File: config.mk
export PLATFORM = sky130hd
export DESIGN_NAME = obstacle_avoid_drive_sequencer
export DESIGN_NICKNAME = d
export VERILOG_FILES = /design/src/oads_pkg.sv /design/src/oads_lane.sv /design/src/oads_merge.sv /design/src/oads_emit.sv /design/src/obstacle_avoid_drive_sequencer.sv
export VERILOG_INCLUDE_DIRS = /design/src /design/src/src
export SDC_FILE = /design/constraint.sdc
export NUM_CORES = 1
export LEC_CHECK = 0
export ABC_AREA = 1
export BUFFER_PORTS_ARGS = -buffer_cell sky130_fd_sc_hd__buf_2
export CORE_MARGIN = 2
export CORE_UTILIZATION = 40
export CTS_CLUSTER_DIAMETER = 60
export DETAILED_ROUTE_END_ITERATION = 7
export HOLD_SLACK_MARGIN = 0.12
export PLACE_DENSITY = 0.6
export SKIP_LAST_GASP = 1
export SLEW_MARGIN = 20
export SYNTH_ARGS = -nofsm -noshare
export SYNTH_HDL_FRONTEND = slang
export SYNTH_SLANG_ARGS = --single-unit
export TNS_END_PERCENT = 50
File: constraint.sdc
create_clock -name clock -period 3.9 [get_ports clock]
set_input_delay 0.585 -clock clock [delete_from_list [all_inputs] [get_ports clock]]
set_output_delay 0.585 -clock clock [all_outputs]
set_load 0.02 [all_outputs]
File: src/obstacle_avoid_drive_sequencer_macros.svh
// Assertion macros for the drive sequencer.
// OADS_ASSERT_IMP: same-cycle implication. OADS_ASSERT_NXT: next-cycle implication.
`ifndef OBSTACLE_AVOID_DRIVE_SEQUENCER_MACROS_SVH
`define OBSTACLE_AVOID_DRIVE_SEQUENCER_MACROS_SVH

`ifndef ASSERT_OFF
`define OADS_ASSERT_IMP(lbl, clk, rst, ante, cons, msg) \
   lbl: assert property (@(posedge clk) disable iff (rst) (ante) |-> (cons)) else $error(msg);
`define OADS_ASSERT_NXT(lbl, clk, rst, ante, cons, msg) \
   lbl: assert property (@(posedge clk) disable iff (rst) (ante) |=> (cons)) else $error(msg);
`else
`define OADS_ASSERT_IMP(lbl, clk, rst, ante, cons, msg)
`define OADS_ASSERT_NXT(lbl, clk, rst, ante, cons, msg)
`endif

`endif

File: src/oads_pkg.sv
`timescale 1ns / 1ps

package oads_pkg;

   localparam int unsigned DIST_W  = 13;
   localparam int unsigned LVL_W   = 8;
   localparam int unsigned HOLD_W  = 11;
   localparam int unsigned DRV_W   = 2;
   localparam int unsigned CNT_W   = 8;
   localparam int unsigned LANES   = 3;
   localparam int unsigned SLOTS   = 13;
   localparam int unsigned SLOT_W  = 4;

   // wheel drive codes
   localparam logic [DRV_W-1:0] DRIVE_OFF = 2'd0;
   localparam logic [DRV_W-1:0] DRIVE_FWD = 2'd1;
   localparam logic [DRV_W-1:0] DRIVE_REV = 2'd2;

   // turn choice of a lane
   localparam logic [1:0] TURN_BEFORE = 2'd0;
   localparam logic [1:0] TURN_AFTER  = 2'd1;
   localparam logic [1:0] TURN_SPIN   = 2'd2;

   // command slots: lane i owns 3i (back-off), 3i+1 (turn), 3i+2 (spin second half)
   localparam logic [SLOT_W-1:0] SLOT_ESC_A  = 4'd9;
   localparam logic [SLOT_W-1:0] SLOT_ESC_B  = 4'd10;
   localparam logic [SLOT_W-1:0] SLOT_ESC_C  = 4'd11;
   localparam logic [SLOT_W-1:0] SLOT_FINAL  = 4'd12;

   localparam logic [HOLD_W-1:0] HOLD_STEP   = 11'd1000;
   localparam logic [HOLD_W-1:0] HOLD_LONG   = 11'd2000;
   localparam logic [HOLD_W-1:0] HOLD_NONE   = 11'd0;
   localparam logic [LVL_W-1:0]  ESCAPE_LVL  = 8'd255;
   localparam logic [CNT_W-1:0]  LOOP_MAX    = 8'd255;

   // register indexes
   localparam logic [2:0] REG_DETECT_SIDE  = 3'd0;
   localparam logic [2:0] REG_DETECT_FRONT = 3'd1;
   localparam logic [2:0] REG_CONTACT      = 3'd2;
   localparam logic [2:0] REG_OPEN_SPACE   = 3'd3;
   localparam logic [2:0] REG_LEFT_START   = 3'd4;
   localparam logic [2:0] REG_ESCAPE       = 3'd5;
   localparam logic [2:0] REG_RIGHT_SPEED  = 3'd6;
   localparam logic [2:0] REG_LEFT_SPEED   = 3'd7;

   typedef struct packed {
      logic [DIST_W-1:0] detect_side;
      logic [DIST_W-1:0] detect_front;
      logic [DIST_W-1:0] contact;
      logic [DIST_W-1:0] open_space;
      logic [CNT_W-1:0]  left_start;
      logic [CNT_W-1:0]  escape_cnt;
      logic [LVL_W-1:0]  right_speed;
      logic [LVL_W-1:0]  left_speed;
   } cfg_type;

   typedef struct packed {
      logic       contact;
      logic       detect;
      logic [1:0] sel;
   } lane_type;

   typedef struct packed {
      logic [SLOTS-1:0]            pending;
      logic [LANES-1:0][1:0]       sel;
      logic [DRV_W-1:0]            final_ld;
      logic [DRV_W-1:0]            final_rd;
   } job_type;

   typedef struct packed {
      logic [HOLD_W-1:0] hold;
      logic              brush;
      logic [LVL_W-1:0]  rl;
      logic [DRV_W-1:0]  rd;
      logic [LVL_W-1:0]  ll;
      logic [DRV_W-1:0]  ld;
   } cmd_type;

endpackage

File: src/oads_lane.sv
`timescale 1ns / 1ps

// One sensor: contact / detect tests and choice of the clear neighbour.
module oads_lane (
   input  logic [oads_pkg::DIST_W-1:0] dist_own,
   input  logic [oads_pkg::DIST_W-1:0] thr_own,
   input  logic [oads_pkg::DIST_W-1:0] dist_before,
   input  logic [oads_pkg::DIST_W-1:0] thr_before,
   input  logic [oads_pkg::DIST_W-1:0] dist_after,
   input  logic [oads_pkg::DIST_W-1:0] thr_after,
   input  logic [oads_pkg::DIST_W-1:0] contact_mm,
   output oads_pkg::lane_type          result
);

   always_comb begin
      result.contact = dist_own < contact_mm;
      result.detect  = dist_own < thr_own;
      if (dist_before > thr_before) begin
         result.sel = oads_pkg::TURN_BEFORE;
      end else if (dist_after > thr_after) begin
         result.sel = oads_pkg::TURN_AFTER;
      end else begin
         result.sel = oads_pkg::TURN_SPIN;
      end
   end

endmodule

File: src/oads_merge.sv
`timescale 1ns / 1ps

// Merges the lane results into a job descriptor; owns mode and loop count.
module oads_merge (
   input  logic                                 clock,
   input  logic                                 reset,
   input  logic                                 accept,
   input  oads_pkg::lane_type [oads_pkg::LANES-1:0] lanes,
   input  logic [oads_pkg::DIST_W-1:0]          left_mm,
   input  logic [oads_pkg::DIST_W-1:0]          front_mm,
   input  logic [oads_pkg::DIST_W-1:0]          right_mm,
   input  oads_pkg::cfg_type                    cfg,
   output oads_pkg::job_type                    job
);

   logic                        cycle_mode_ff, cycle_mode_in;
   logic [oads_pkg::CNT_W-1:0]  loop_count_ff, loop_count_in;
   logic [oads_pkg::CNT_W-1:0]  lc_mid, lc_after;
   logic                        detect_any, all_open, escape;

   always_comb begin
      detect_any = lanes[0].detect | lanes[1].detect | lanes[2].detect;
      all_open   = (left_mm > cfg.open_space) && (front_mm > cfg.open_space) &&
                   (right_mm > cfg.open_space);

      cycle_mode_in = cycle_mode_ff;
      lc_mid        = loop_count_ff;
      job.final_ld  = oads_pkg::DRIVE_FWD;
      job.final_rd  = oads_pkg::DRIVE_FWD;
      if (detect_any) begin
         cycle_mode_in = 1'b0;
         lc_mid        = '0;
         // the last lane that acted sets the motors; a back-off without detection
         // leaves the wheels backing away
         for (int i = 0; i < oads_pkg::LANES; i++) begin
            if (lanes[i].detect) begin
               job.final_ld = oads_pkg::DRIVE_FWD;
               job.final_rd = oads_pkg::DRIVE_FWD;
            end else if (lanes[i].contact) begin
               job.final_ld = (i == 0) ? oads_pkg::DRIVE_OFF : oads_pkg::DRIVE_REV;
               job.final_rd = (i == 2) ? oads_pkg::DRIVE_OFF : oads_pkg::DRIVE_REV;
            end
         end
      end else begin
         if (!cycle_mode_ff && all_open) begin
            cycle_mode_in = 1'b1;
            lc_mid        = '0;
         end
         if (cycle_mode_in && (lc_mid < cfg.left_start)) begin
            job.final_ld = oads_pkg::DRIVE_OFF;
         end
      end

      escape   = lc_mid > cfg.escape_cnt;
      lc_after = escape ? '0 : lc_mid;
      if (escape) begin
         job.final_ld = oads_pkg::DRIVE_REV;
         job.final_rd = oads_pkg::DRIVE_FWD;
      end
      loop_count_in = (lc_after != oads_pkg::LOOP_MAX) ? lc_after + 8'd1 : lc_after;

      for (int i = 0; i < oads_pkg::LANES; i++) begin
         job.pending[3*i]   = lanes[i].contact;
         job.pending[3*i+1] = lanes[i].detect;
         job.pending[3*i+2] = lanes[i].detect && (lanes[i].sel == oads_pkg::TURN_SPIN);
         job.sel[i]         = lanes[i].sel;
      end
      job.pending[oads_pkg::SLOT_ESC_A] = escape;
      job.pending[oads_pkg::SLOT_ESC_B] = escape;
      job.pending[oads_pkg::SLOT_ESC_C] = escape;
      job.pending[oads_pkg::SLOT_FINAL] = 1'b1;
   end

   always_ff @(posedge clock) begin
      if (reset) begin
         cycle_mode_ff <= 1'b0;
         loop_count_ff <= '0;
      end else if (accept) begin
         cycle_mode_ff <= cycle_mode_in;
         loop_count_ff <= loop_count_in;
      end
   end

endmodule

File: src/oads_emit.sv
`timescale 1ns / 1ps
`include "obstacle_avoid_drive_sequencer_macros.svh"

// Holds one job, walks its pending slots lowest first, one word per cycle while rsp_ready allows.
module oads_emit (
   input  logic               clock,
   input  logic               reset,
   input  oads_pkg::cfg_type  cfg,
   input  oads_pkg::job_type  job_new,
   input  logic               accept,
   output logic               free,
   output logic               rsp_valid,
   input  logic               rsp_ready,
   output oads_pkg::cmd_type  rsp_cmd,
   output logic               rsp_last
);

   localparam logic [1:0] PH_BACK  = 2'd0;
   localparam logic [1:0] PH_TURN  = 2'd1;
   localparam logic [1:0] PH_SPIN2 = 2'd2;

   oads_pkg::job_type           job_ff, job_in;
   oads_pkg::cmd_type           cmd_ff, cmd_in;
   logic                        valid_ff, valid_in;
   logic                        last_ff, last_in;
   logic [oads_pkg::SLOTS-1:0]  low_bit, pending_after;
   logic [oads_pkg::SLOT_W-1:0] slot;
   logic                        load;
   logic [1:0]                  lane, phase, dir;
   logic [oads_pkg::DRV_W-1:0]  ld, rd;
   logic                        brush;
   logic [oads_pkg::HOLD_W-1:0] hold;
   logic                        esc_level;

   // neighbour directions: left wraps to right
   function automatic logic [1:0] before_of(input logic [1:0] l);
      case (l)
         2'd0:    before_of = 2'd2;
         2'd1:    before_of = 2'd0;
         default: before_of = 2'd1;
      endcase
   endfunction

   function automatic logic [1:0] after_of(input logic [1:0] l);
      case (l)
         2'd0:    after_of = 2'd1;
         2'd1:    after_of = 2'd2;
         default: after_of = 2'd0;
      endcase
   endfunction

   always_comb begin
      low_bit = job_ff.pending & (~job_ff.pending + 13'd1);
      slot    = '0;
      for (int i = 0; i < oads_pkg::SLOTS; i++) begin
         if (low_bit[i]) slot = oads_pkg::SLOT_W'(i);
      end
      load          = (job_ff.pending != '0) && (!valid_ff || rsp_ready);
      pending_after = load ? (job_ff.pending & ~low_bit) : job_ff.pending;
      free          = pending_after == '0;
   end

   // command for the selected slot
   always_comb begin
      lane      = 2'd0;
      phase     = PH_BACK;
      dir       = 2'd1;
      ld        = oads_pkg::DRIVE_FWD;
      rd        = oads_pkg::DRIVE_FWD;
      brush     = 1'b1;
      hold      = oads_pkg::HOLD_STEP;
      esc_level = 1'b0;
      last_in   = 1'b0;
      if (slot < 4'd3) begin
         lane  = 2'd0;
         phase = slot[1:0];
      end else if (slot < 4'd6) begin
         lane  = 2'd1;
         phase = 2'(slot - 4'd3);
      end else begin
         lane  = 2'd2;
         phase = 2'(slot - 4'd6);
      end

      case (slot)
         oads_pkg::SLOT_ESC_A: begin
            ld = oads_pkg::DRIVE_REV; rd = oads_pkg::DRIVE_REV;
            brush = 1'b0; hold = oads_pkg::HOLD_LONG; esc_level = 1'b1;
         end
         oads_pkg::SLOT_ESC_B: begin
            ld = oads_pkg::DRIVE_REV; rd = oads_pkg::DRIVE_REV; brush = 1'b0;
         end
         oads_pkg::SLOT_ESC_C: begin
            ld = oads_pkg::DRIVE_REV; rd = oads_pkg::DRIVE_FWD; brush = 1'b0;
         end
         oads_pkg::SLOT_FINAL: begin
            ld = job_ff.final_ld; rd = job_ff.final_rd;
            hold = oads_pkg::HOLD_NONE; last_in = 1'b1;
         end
         default: begin
            case (phase)
               PH_BACK: begin
                  // back away from the touching side
                  ld = (lane == 2'd0) ? oads_pkg::DRIVE_OFF : oads_pkg::DRIVE_REV;
                  rd = (lane == 2'd2) ? oads_pkg::DRIVE_OFF : oads_pkg::DRIVE_REV;
               end
               PH_TURN: begin
                  if (job_ff.sel[lane] == oads_pkg::TURN_SPIN) begin
                     ld = oads_pkg::DRIVE_REV; rd = oads_pkg::DRIVE_REV;
                  end else begin
                     dir = (job_ff.sel[lane] == oads_pkg::TURN_BEFORE) ?
                           before_of(lane) : after_of(lane);
                     ld  = (dir == 2'd0) ? oads_pkg::DRIVE_OFF : oads_pkg::DRIVE_FWD;
                     rd  = (dir == 2'd2) ? oads_pkg::DRIVE_OFF : oads_pkg::DRIVE_FWD;
                  end
               end
               default: begin
                  ld = oads_pkg::DRIVE_REV; rd = oads_pkg::DRIVE_FWD;
                  hold = oads_pkg::HOLD_LONG;
               end
            endcase
         end
      endcase

      cmd_in.ld    = ld;
      cmd_in.rd    = rd;
      cmd_in.ll    = (ld == oads_pkg::DRIVE_OFF) ? '0 :
                     (esc_level ? oads_pkg::ESCAPE_LVL : cfg.left_speed);
      cmd_in.rl    = (rd == oads_pkg::DRIVE_OFF) ? '0 :
                     (esc_level ? oads_pkg::ESCAPE_LVL : cfg.right_speed);
      cmd_in.brush = brush;
      cmd_in.hold  = hold;
   end

   always_comb begin
      job_in         = job_ff;
      job_in.pending = pending_after;
      if (accept) job_in = job_new;
      if (load) begin
         valid_in = 1'b1;
      end else if (rsp_ready) begin
         valid_in = 1'b0;
      end else begin
         valid_in = valid_ff;
      end
   end

   always_ff @(posedge clock) begin
      if (reset) begin
         job_ff   <= '0;
         valid_ff <= 1'b0;
      end else begin
         job_ff   <= job_in;
         valid_ff <= valid_in;
      end
   end

   always_ff @(posedge clock) begin
      if (load) begin
         cmd_ff  <= cmd_in;
         last_ff <= last_in;
      end
   end

   assign rsp_valid = valid_ff;
   assign rsp_cmd   = cmd_ff;
   assign rsp_last  = last_ff;

   `OADS_ASSERT_IMP(a_final_pending, clock, reset, job_ff.pending != '0, job_ff.pending[oads_pkg::SLOT_FINAL], "busy job lost its final word")
   `OADS_ASSERT_IMP(a_escape_whole, clock, reset, job_ff.pending[oads_pkg::SLOT_ESC_A], job_ff.pending[oads_pkg::SLOT_ESC_B] && job_ff.pending[oads_pkg::SLOT_ESC_C], "escape slots out of step")
   `OADS_ASSERT_NXT(a_accept_busy, clock, reset, accept, job_ff.pending != '0, "accepted item left no job")

endmodule

File: src/obstacle_avoid_drive_sequencer.sv
`timescale 1ns / 1ps

// Obstacle-avoid drive sequencer. Each req word carries left, front and right distances; the
// block answers with a run of 1 to 10 rsp words, each a full wheel/brush snapshot with its hold
// time, the last one flagged by rsp_tlast (hold 0). Three sensor lanes test contact, detect and
// clear neighbours side by side; a merge stage turns their findings into a list of pending
// command slots and updates the normal/cycle mode and loop count; an emitter sends one word per
// cycle from that list while rsp_tready is high. A taken req word's job is first registered in
// the emitter, and its words then move one by one into the output register. The next req word
// is taken in the cycle the final word of the current run moves into the output register, not
// before, so runs follow one another without a gap. Registers sit on the APB port at byte
// addresses 0x00..0x1C and must only be written while idle.
module obstacle_avoid_drive_sequencer (
   input  logic        clock,
   input  logic        reset,
   // input stream
   input  logic        req_tvalid,
   output logic        req_tready,
   input  logic [39:0] req_tdata,   // [12:0] left_mm, [25:13] front_mm, [38:26] right_mm, [39] 0
   // result stream
   output logic        rsp_tvalid,
   input  logic        rsp_tready,
   // [1:0] left_drive, [9:2] left_level, [11:10] right_drive, [19:12] right_level,
   // [20] brush_on, [31:21] hold_ms
   output logic [31:0] rsp_tdata,
   output logic        rsp_tlast,   // last
   // configuration
   input  logic        csr_psel,
   input  logic        csr_penable,
   input  logic        csr_pwrite,
   input  logic [4:0]  csr_paddr,
   input  logic [31:0] csr_pwdata,
   output logic [31:0] csr_prdata,
   output logic        csr_pready
);

   oads_pkg::cfg_type                       cfg_ff;
   oads_pkg::lane_type [oads_pkg::LANES-1:0] lanes;
   oads_pkg::job_type                       job_new;
   oads_pkg::cmd_type                       cmd;
   logic [oads_pkg::DIST_W-1:0]             left_mm, front_mm, right_mm;
   logic [2:0]                              reg_idx;
   logic                                    csr_write, accept, free;

   assign left_mm  = req_tdata[12:0];
   assign front_mm = req_tdata[25:13];
   assign right_mm = req_tdata[38:26];

   // ---- register file ----
   assign csr_pready = 1'b1;
   assign reg_idx    = csr_paddr[4:2];
   assign csr_write  = csr_psel && csr_penable && csr_pwrite && csr_pready;

   always_ff @(posedge clock) begin
      if (reset) begin
         cfg_ff.detect_side  <= 13'd120;
         cfg_ff.detect_front <= 13'd170;
         cfg_ff.contact      <= 13'd90;
         cfg_ff.open_space   <= 13'd1000;
         cfg_ff.left_start   <= 8'd30;
         cfg_ff.escape_cnt   <= 8'd200;
         cfg_ff.right_speed  <= 8'd180;
         cfg_ff.left_speed   <= 8'd220;
      end else if (csr_write) begin
         case (reg_idx)
            oads_pkg::REG_DETECT_SIDE:  cfg_ff.detect_side  <= csr_pwdata[12:0];
            oads_pkg::REG_DETECT_FRONT: cfg_ff.detect_front <= csr_pwdata[12:0];
            oads_pkg::REG_CONTACT:      cfg_ff.contact      <= csr_pwdata[12:0];
            oads_pkg::REG_OPEN_SPACE:   cfg_ff.open_space   <= csr_pwdata[12:0];
            oads_pkg::REG_LEFT_START:   cfg_ff.left_start   <= csr_pwdata[7:0];
            oads_pkg::REG_ESCAPE:       cfg_ff.escape_cnt   <= csr_pwdata[7:0];
            oads_pkg::REG_RIGHT_SPEED:  cfg_ff.right_speed  <= csr_pwdata[7:0];
            default:                    cfg_ff.left_speed   <= csr_pwdata[7:0];
         endcase
      end
   end

   always_comb begin
      case (reg_idx)
         oads_pkg::REG_DETECT_SIDE:  csr_prdata = {19'd0, cfg_ff.detect_side};
         oads_pkg::REG_DETECT_FRONT: csr_prdata = {19'd0, cfg_ff.detect_front};
         oads_pkg::REG_CONTACT:      csr_prdata = {19'd0, cfg_ff.contact};
         oads_pkg::REG_OPEN_SPACE:   csr_prdata = {19'd0, cfg_ff.open_space};
         oads_pkg::REG_LEFT_START:   csr_prdata = {24'd0, cfg_ff.left_start};
         oads_pkg::REG_ESCAPE:       csr_prdata = {24'd0, cfg_ff.escape_cnt};
         oads_pkg::REG_RIGHT_SPEED:  csr_prdata = {24'd0, cfg_ff.right_speed};
         default:                    csr_prdata = {24'd0, cfg_ff.left_speed};
      endcase
   end

   // ---- sensor lanes: neighbour before / after, left's before wraps to right ----
   oads_lane u_lane_left (
      .dist_own    (left_mm),  .thr_own    (cfg_ff.detect_side),
      .dist_before (right_mm), .thr_before (cfg_ff.detect_side),
      .dist_after  (front_mm), .thr_after  (cfg_ff.detect_front),
      .contact_mm  (cfg_ff.contact),
      .result      (lanes[0])
   );

   oads_lane u_lane_front (
      .dist_own    (front_mm), .thr_own    (cfg_ff.detect_front),
      .dist_before (left_mm),  .thr_before (cfg_ff.detect_side),
      .dist_after  (right_mm), .thr_after  (cfg_ff.detect_side),
      .contact_mm  (cfg_ff.contact),
      .result      (lanes[1])
   );

   oads_lane u_lane_right (
      .dist_own    (right_mm), .thr_own    (cfg_ff.detect_side),
      .dist_before (front_mm), .thr_before (cfg_ff.detect_front),
      .dist_after  (left_mm),  .thr_after  (cfg_ff.detect_side),
      .contact_mm  (cfg_ff.contact),
      .result      (lanes[2])
   );

   // ---- merge: job descriptor and mode / loop state ----
   assign req_tready = free;
   assign accept     = req_tvalid && req_tready;

   oads_merge u_merge (
      .clock    (clock),
      .reset    (reset),
      .accept   (accept),
      .lanes    (lanes),
      .left_mm  (left_mm),
      .front_mm (front_mm),
      .right_mm (right_mm),
      .cfg      (cfg_ff),
      .job      (job_new)
   );

   // ---- emitter: one word per cycle from the pending slots while rsp_tready is high ----
   oads_emit u_emit (
      .clock     (clock),
      .reset     (reset),
      .cfg       (cfg_ff),
      .job_new   (job_new),
      .accept    (accept),
      .free      (free),
      .rsp_valid (rsp_tvalid),
      .rsp_ready (rsp_tready),
      .rsp_cmd   (cmd),
      .rsp_last  (rsp_tlast)
   );

   assign rsp_tdata = cmd;

endmodule
==> reports/results.tsv, run 1 <==
metric	value	unit
crit path to	u_merge.loop_count_ff[1]	
RR Endpoint	u_merge.loop_count_ff[1]	
drt pass-1 iters	5	
Gate Count Post-Synth	1322	
min Tclk post-route	3.691	ns
status	complete, no violations	
Clock transition at path regs	0.07	ns
Die W	159.9	um
Syn. warnings	0	
clk sink count	142	
vias in the first global route	8398	
CP Max Fanout	7	
Critical R2R Launch	cfg_ff[79]	
Core Box Area	24110	um^2
Worst Hold Class	in -> reg	
unrepaired setup endpoints after global routing	yes	
WP data required	4.26	ns
Hold-fix buffers, CTS	0	
Startpoint Class	register	
largest cells by area after synthesis	dfxtp_1 24%, ha_1 17%, nand2_1 9.0%	
latest clock arrival within the worst-skew pair	0.43	ns
Placed Instance Area	10830	um^2
initial antenna violation count	1	
Longest Clk Path Bufs	2	
crit path from	cfg_ff[79]	
# IOs	152	
Fin Hold WS	0.4216	ns
gr ovfl total	0	
DRC viols	0	
Critical Path Sink Type	register	
Max Cap Viol	0	
routability cong.	0.8970	
HPWL after DPL	22.07	mm
vias per inst	5.080	
CP Class	reg -> reg	
final design instance area without fill	11490	um^2
I/O Buffers	106	
largest net degree at the start of global routing	35	
share of layout cells above drive strength 1	16.79	%
Avg Cell Area, Syn	7.354	um^2
endpoints failing hold	0	
Nets	1686	
fin. max-slew vios	0	
R2R cell count	24	
clk_skew	0.008501	ns
drt wl/cell	15.56	um
GRT Total Usage	21.86	%
Leak	0.005612	uW
Max Clk Rate	270.9	MHz
Num CTS Buffers	17	
flops & latches, synth	142	
first-pass GRT wire length	44.08	mm
period utilisation layout	94.65	%
Post-Syn Area	9722	um^2
root buffer cell	clkbuf_16	
largest area contributor in the netlist	dfxtp_1	
Total Wirelength	28.11	mm
r2r setup slk	0.21	ns
antenna viol nets, final	0	
Core Rows	57	
peak supply drop	0.4746	mV
CTS tree	yes	
# diodes	0	
H-tree lvl count	4	
relative slew slack	43.31	%
Die Height	159.9	um
die area	25570	um^2
starting density of the core	40.33	%
Slew @ Worst Pin	0.8438	ns
Setup Viol. Count Final	0	
Seq/Total Area, Yosys	31.81	%
synth unique cells	51	
Cell Pwr Density	615.5	nW/um^2
post-synth top area share	24.09	%
endpoint arrival time on the critical path	4.05	ns
Vias	9179	
initial DRC count	546	
Filler cells	2479	
Area Overhead vs Synth	18.17	%
[Yosys cell counts, drive strengths merged]
library cell and count:
nor3b 1, o211ai 19, a21o 2, o311ai 1, a31oi 3, ha 132, nor4 1, nor2 108
inv 198, clkbuf 21, or4 1, xor2 1, a211oi 2, nand3b 2, o21a 4, or2 6
nand4 23, xnor2 1, nand3 48, a32o 1, o22ai 20, edfxtp 25, clkinv 3, dfxtp 117
a211o 1, and2 1, nor3 12, o21bai 3, nand2 243, a221oi 10, a21oi 157, o2111ai 2
conb 2, buf 33, o21ai 116, o31ai 2
[flip-flops by register name, summed over array words and instances, names as in the netlist]
| signal | flops |
|---|---|
| u_merge.loop_count_ff | 8 |
| u_emit.rsp_valid | 1 |
| u_emit.rsp_last | 1 |
| u_emit.rsp_cmd | 24 |
| u_emit.job_ff | 23 |
| cfg_ff | 84 |
| u_merge.cycle_mode_ff | 1 |
[worst max-delay path: stages, from the launching register on]
cell	delay (ns)
dfxtp_1	0.33
inv_1	0.09
ha_1	0.31
nand2_1	0.06
inv_2	0.05
nand3_1	0.08
nor3_2	0.20
nand2_1	0.13
nand2_1	0.11
nand2_1	0.10
nor2_2	0.18
inv_2	0.11
nor2_1	0.21
ha_1	0.28
nand2_1	0.09
nor2_1	0.05
a211oi_1	0.17
nand2_1	0.09
nand2_2	0.10
nand3_1	0.15
nor2_2	0.23
nand3_1	0.19
nand2_1	0.10
nand2_1	0.06
a21oi_1	0.14
[final cells by class]
| class | count | area (um^2) | share of cell area [%] |
|---|---|---|---|
| timing repair buffer | 162 | 950.9 | 8.277 |
| inverter | 201 | 754.5 | 6.567 |
| multi-input combinational | 946 | 5697 | 49.59 |
| clock buffer | 17 | 425.4 | 3.703 |
| clock inverter | 15 | 162.7 | 1.416 |
| tap | 324 | 405.4 | 3.529 |
| sequential | 142 | 3093 | 26.92 |
[where the power goes]
group | total [uW] | leakage, uW | internal [uW] | switching [uW]
Combinational | 3360 | 0.00413 | 1090 | 2270
Clock | 1650 | 0.000294 | 913 | 739
Sequential | 2060 | 0.00119 | 1970 | 90.0
[cells in the final DEF, fill, tap and decap left out, drive strengths merged]
cell,instances
o21bai,3
nor2,108
nor3b,1
dfxtp,117
nor4,1
buf,162
o31ai,2
a31oi,3
a221oi,10
a21oi,157
or4,1
edfxtp,25
bufinv,1
o22ai,20
clkinv,4
xor2,1
nor3,12
and2,1
a211o,1
nand3b,2
nand4,23
inv,211
or2,6
a211oi,2
o2111ai,2
o21a,4
nand2,243
o211ai,19
clkbuf,17
conb,23
ha,132
o21ai,116
o311ai,1
nand3,48
a21o,2
xnor2,1
a32o,1
[stage by stage]
stage	setup TNS [ns]	setup slack (ns)	std cells	utilization (%)	power, uW
2_1_floorplan	0	0.4105	1343	-	4567
5_1_grt	-0.03299	-0.03299	1807	47.66	7581
4_1_cts	0	0.03639	1806	47.36	7057
3_5_place_dp	-1.018	-0.1977	1774	44.92	5396
3_3_place_gp	-0.7416	-0.1441	1774	44.92	5348
6_report	0	0.2087	1807	47.66	7071
[timing repair]
item | CTS | global route
setup endpoints to repair | 0 | 24
resized for setup | 0 | 19
buffers inserted | 0 | 1
[worst min-delay path by stage]
stage | start | end | slack [ns] | depth (start not counted)
6_report | csr_pwdata[8] | cfg_ff[40] | 0.42 | 3
3_5_place_dp | u_emit.job_ff[9] | u_emit.job_ff[9] | 0.45 | 2
4_1_cts | csr_pwdata[8] | cfg_ff[40] | 0.42 | 3
3_3_place_gp | u_emit.job_ff[9] | u_emit.job_ff[9] | 0.45 | 2
5_1_grt | csr_pwdata[8] | cfg_ff[40] | 0.44 | 3
2_1_floorplan | u_emit.job_ff[5] | u_emit.job_ff[5] | 0.42 | 2
[cell families after synthesis]
| kind of cell | share of synthesized area [%] |
|---|---|
| AO/OA/AOI/OAI | 19.49 |
| XOR/XNOR | 0.2575 |
| adder cells (fa/ha/maj) | 16.99 |
| buffers and inverters | 11.07 |
| flip-flops | 31.81 |
| other | 0.07725 |
| AND/OR/NAND/NOR | 20.31 |
[routing by layer]
layer	global-route usage (%)	share of wire, %	up-vias
met3	3.792	5.4	52
met1	29.29	47	4133
met2	35.67	45	270
li1	-	-	4724
met5	0	0	-
met4	7.453	2.7	0
Note: power is estimated with default switching activity, not from simulation.
==> run 2: changes to the inputs <==
- ABC_AREA: 1 -> 0
- CORE_MARGIN: 2 -> 1.5
- PLACE_DENSITY: 0.6 -> 0.59
==> run 2 against run 1 <==
Effect of this change: power down 24%; critical endpoint is now u_emit.job_ff[20]; global-route usage up 2.6 points; via count up 4.4%; worst setup slack worse by 0.20 ns; critical path type unchanged; clock skew up 0.0030 ns.
==> reports/results.tsv, run 2 <==
metric	value	unit
status	complete, no violations	
clk_skew	0.01148	ns
Switching Power	1977	uW
CP Max Fanout	7	
Die Height	162.3	um
max incr delay on CP	0.40	ns
Nets	1585	
total power	5392	uW
Critical Path Sink Type	register	
register share of total power	34.3	%
Setup Viol. Count Final	0	
slowest CP cell	a211oi_4	
vias per inst	5.602	
post-layout util	50.55	%
drt pass-1 iters	5	
# IOs	152	
Placed Instance Area	11550	um^2
HPWL after DPL	24.36	mm
gr ovfl total	0	
root buffer cell	clkbuf_16	
Area Overhead vs Synth	24.63	%
DRC viols	0	
Top FF cell, synth	dfxtp_1	
Biggest register	cfg_ff	
Gate Count Post-Synth	1199	
vias in the first global route	9090	
Post-synth top cells	149 x nand2_1, 132 x ha_1, 117 x dfxtp_1	
Slew @ Worst Pin	1.006	ns
initial antenna violation count	0	
final design instance area without fill	12660	um^2
Leak	0.005281	uW
Die W	162.3	um
internal power	3415	uW
Comb pwr share	36.1	%
WP data required	4.18	ns
first-pass GRT wire length	49.76	mm
Cell Pwr Density	426.0	nW/um^2
endpoints failing hold	0	
share of layout cells above drive strength 1	25.92	%
unrepaired setup endpoints after global routing	yes	
antenna viol nets, final	0	
max FFs per register	84	
Seq/Total Area, Yosys	30.46	%
Longest Clk Path Bufs	2	
Core Rows	58	
top-count cell post-synth	nand2_1	
Vias	9585	
Avg Cell Area, Syn	8.469	um^2
sw frac	36.67	%
synth unique cells	80	
routability cong.	0.8800	
Num CTS Buffers	17	
Clock Power Share	29.6	%
commonest non-fill, non-tap cells in the layout	147 x nand2_1, 114 x ha_1, 106 x buf_2, 105 x buf_4, 103 x dfxtp_1	
starting density of the core	40.56	%
H-tree lvl count	4	
latest clock arrival within the worst-skew pair	0.43	ns
setup ws final	0.008254	ns
relative slew slack	32.51	%
most common cell after layout, fill and taps aside	nand2_1	
# diodes	0	
Startpoint Class	register	
Syn. warnings	0	
Core Box Area	25040	um^2
GRT Total Usage	24.45	%
final cell count without fillers	1711	
min Tclk post-route	3.892	ns
Total Wirelength	32.09	mm
I/O Buffers	106	
fraction of registers with async set/reset	0	%
drt wl/cell	18.76	um
r2r setup slk	0.008	ns
CTS tree	yes	
Clock transition at path regs	0.07	ns
placed cells	1673	
largest area contributor in the netlist	dfxtp_1	
initial DRC count	662	
dpl ws	-0.5120	ns
post-synth top area share	23.07	%
Hold-fix buffers, CTS	0	
crit path cell chain	inv_2 > buf_4 > ha_1 > nor2b_1 > o21a_1 > o31ai_2 > a22oi_2 > a211oi_4 > and2_4 > ha_4 > a21oi_4 > o21ai_2 > o32a_1 > o21a_1 > nand4_1 > buf_4 > a21o_4 > a21oi_1	
Worst Hold Class	in -> reg	
clk sink count	142	
Max Clk Rate	257.0	MHz
fin. max-slew vios	0	
largest net degree at the start of global routing	77	
Max Cap Viol	0	
peak supply drop	0.3110	mV
Post-Syn Area	10150	um^2
EDFF count, synth	25	
largest cells by area after synthesis	dfxtp_1 23%, ha_1 16%, edfxtp_1 7.4%	
flops & latches, synth	142	
period utilisation layout	99.79	%
endpoint arrival time on the critical path	4.17	ns
die area	26350	um^2
Filler cells	2387	
CP Class	reg -> reg	
## run 2: cell count changes in the layout (fill, tap and decap cells not counted), moves of 16 or more
cell	delta
inv_1	-116
nand2_1	-87
a21oi_1	-73
o21ai_0	-61
buf_4	+49
mux2i_1	+34
nand3_1	-20
a21o_1	+19
ha_1	-18
nor2b_1	+18
o21a_1	+18
o22ai_1	-18
ha_4	+16
## run 2: worst max-delay path: cells and delay by family (launching register included)
kind            cells  cell delay [ns]
simple gates        3             0.57
buf+inv             3             0.39
fa+ha+maj           2             0.48
compound gates     10             1.97
flops               1             0.34
## run 2: cell families (layout without fill, tap and decap cells)
| logic type | Yosys count | count (layout) | synth area share, % |
|---|---|---|---|
| AND/OR/NAND/NOR | 390 | 390 | 18.97 |
| multiplexers | 43 | 43 | 5.237 |
| flip-flops | 142 | 142 | 30.46 |
| buffers and inverters | 165 | 326 | 7.294 |
| AO/OA/AOI/OAI | 324 | 324 | 21.60 |
| other | 2 | 23 | 0.07396 |
| adder cells (fa/ha/maj) | 133 | 133 | 16.36 |
## run 2: routing by layer
metal,global-route usage [%],wire length (um),vias up
met5,0,0,-
met4,9.258,996,0
met3,3.209,1498,55
met2,40.38,15030,290
met1,32.50,14570,4564
li1,-,-,4676
## run 2: worst paths after layout
kind | from | depth (start not counted) | to
hold / removal | csr_pwdata[12] | 3 | cfg_ff[70]
hold reg to reg | u_emit.job_ff[6] | 2 | u_emit.job_ff[6]
setup reg to reg | cfg_ff[33] | 18 | u_emit.job_ff[20]
setup / recovery | cfg_ff[33] | 18 | u_emit.job_ff[20]
## run 2: timing repair
item	4_1_cts	5_1_grt
endpoints found under the setup margin	15	23
pin swaps	5	30
buffers inserted	3	5
gates resized for setup	17	83
## run 2: metrics by stage
step	hold slack [ns]	setup TNS, ns
final	0.4243	0
after global routing	0.4143	-1.916
after CTS	0.4183	0
after detailed placement	0.4505	-6.129
after global placement	0.4417	-4.819
after floorplan	0.4319	-0.004926
## run 2: area by class of cell
| type | instances | area [um^2] | share of cell area [%] |
|---|---|---|---|
| clock inverters | 10 | 75.07 | 0.5932 |
| well taps | 330 | 412.9 | 3.262 |
| repair buffers | 213 | 1341 | 10.60 |
| multi-input cells | 913 | 6889 | 54.43 |
| inverters | 82 | 320.3 | 2.531 |
| flip-flops and latches | 142 | 3113 | 24.60 |
| clock buffers | 21 | 504.2 | 3.984 |
## run 2: power groups by stage
| stage | registers [uW] | logic, uW | clock network, uW |
|---|---|---|---|
| detailed placement | 1880 | 1900 | 0 |
| finish | 1850 | 1950 | 1600 |
| global placement | 1880 | 1880 | 0 |
| global route | 1870 | 2140 | 1690 |
| CTS | 1850 | 1910 | 1620 |
| floorplan | 2030 | 1150 | 0 |
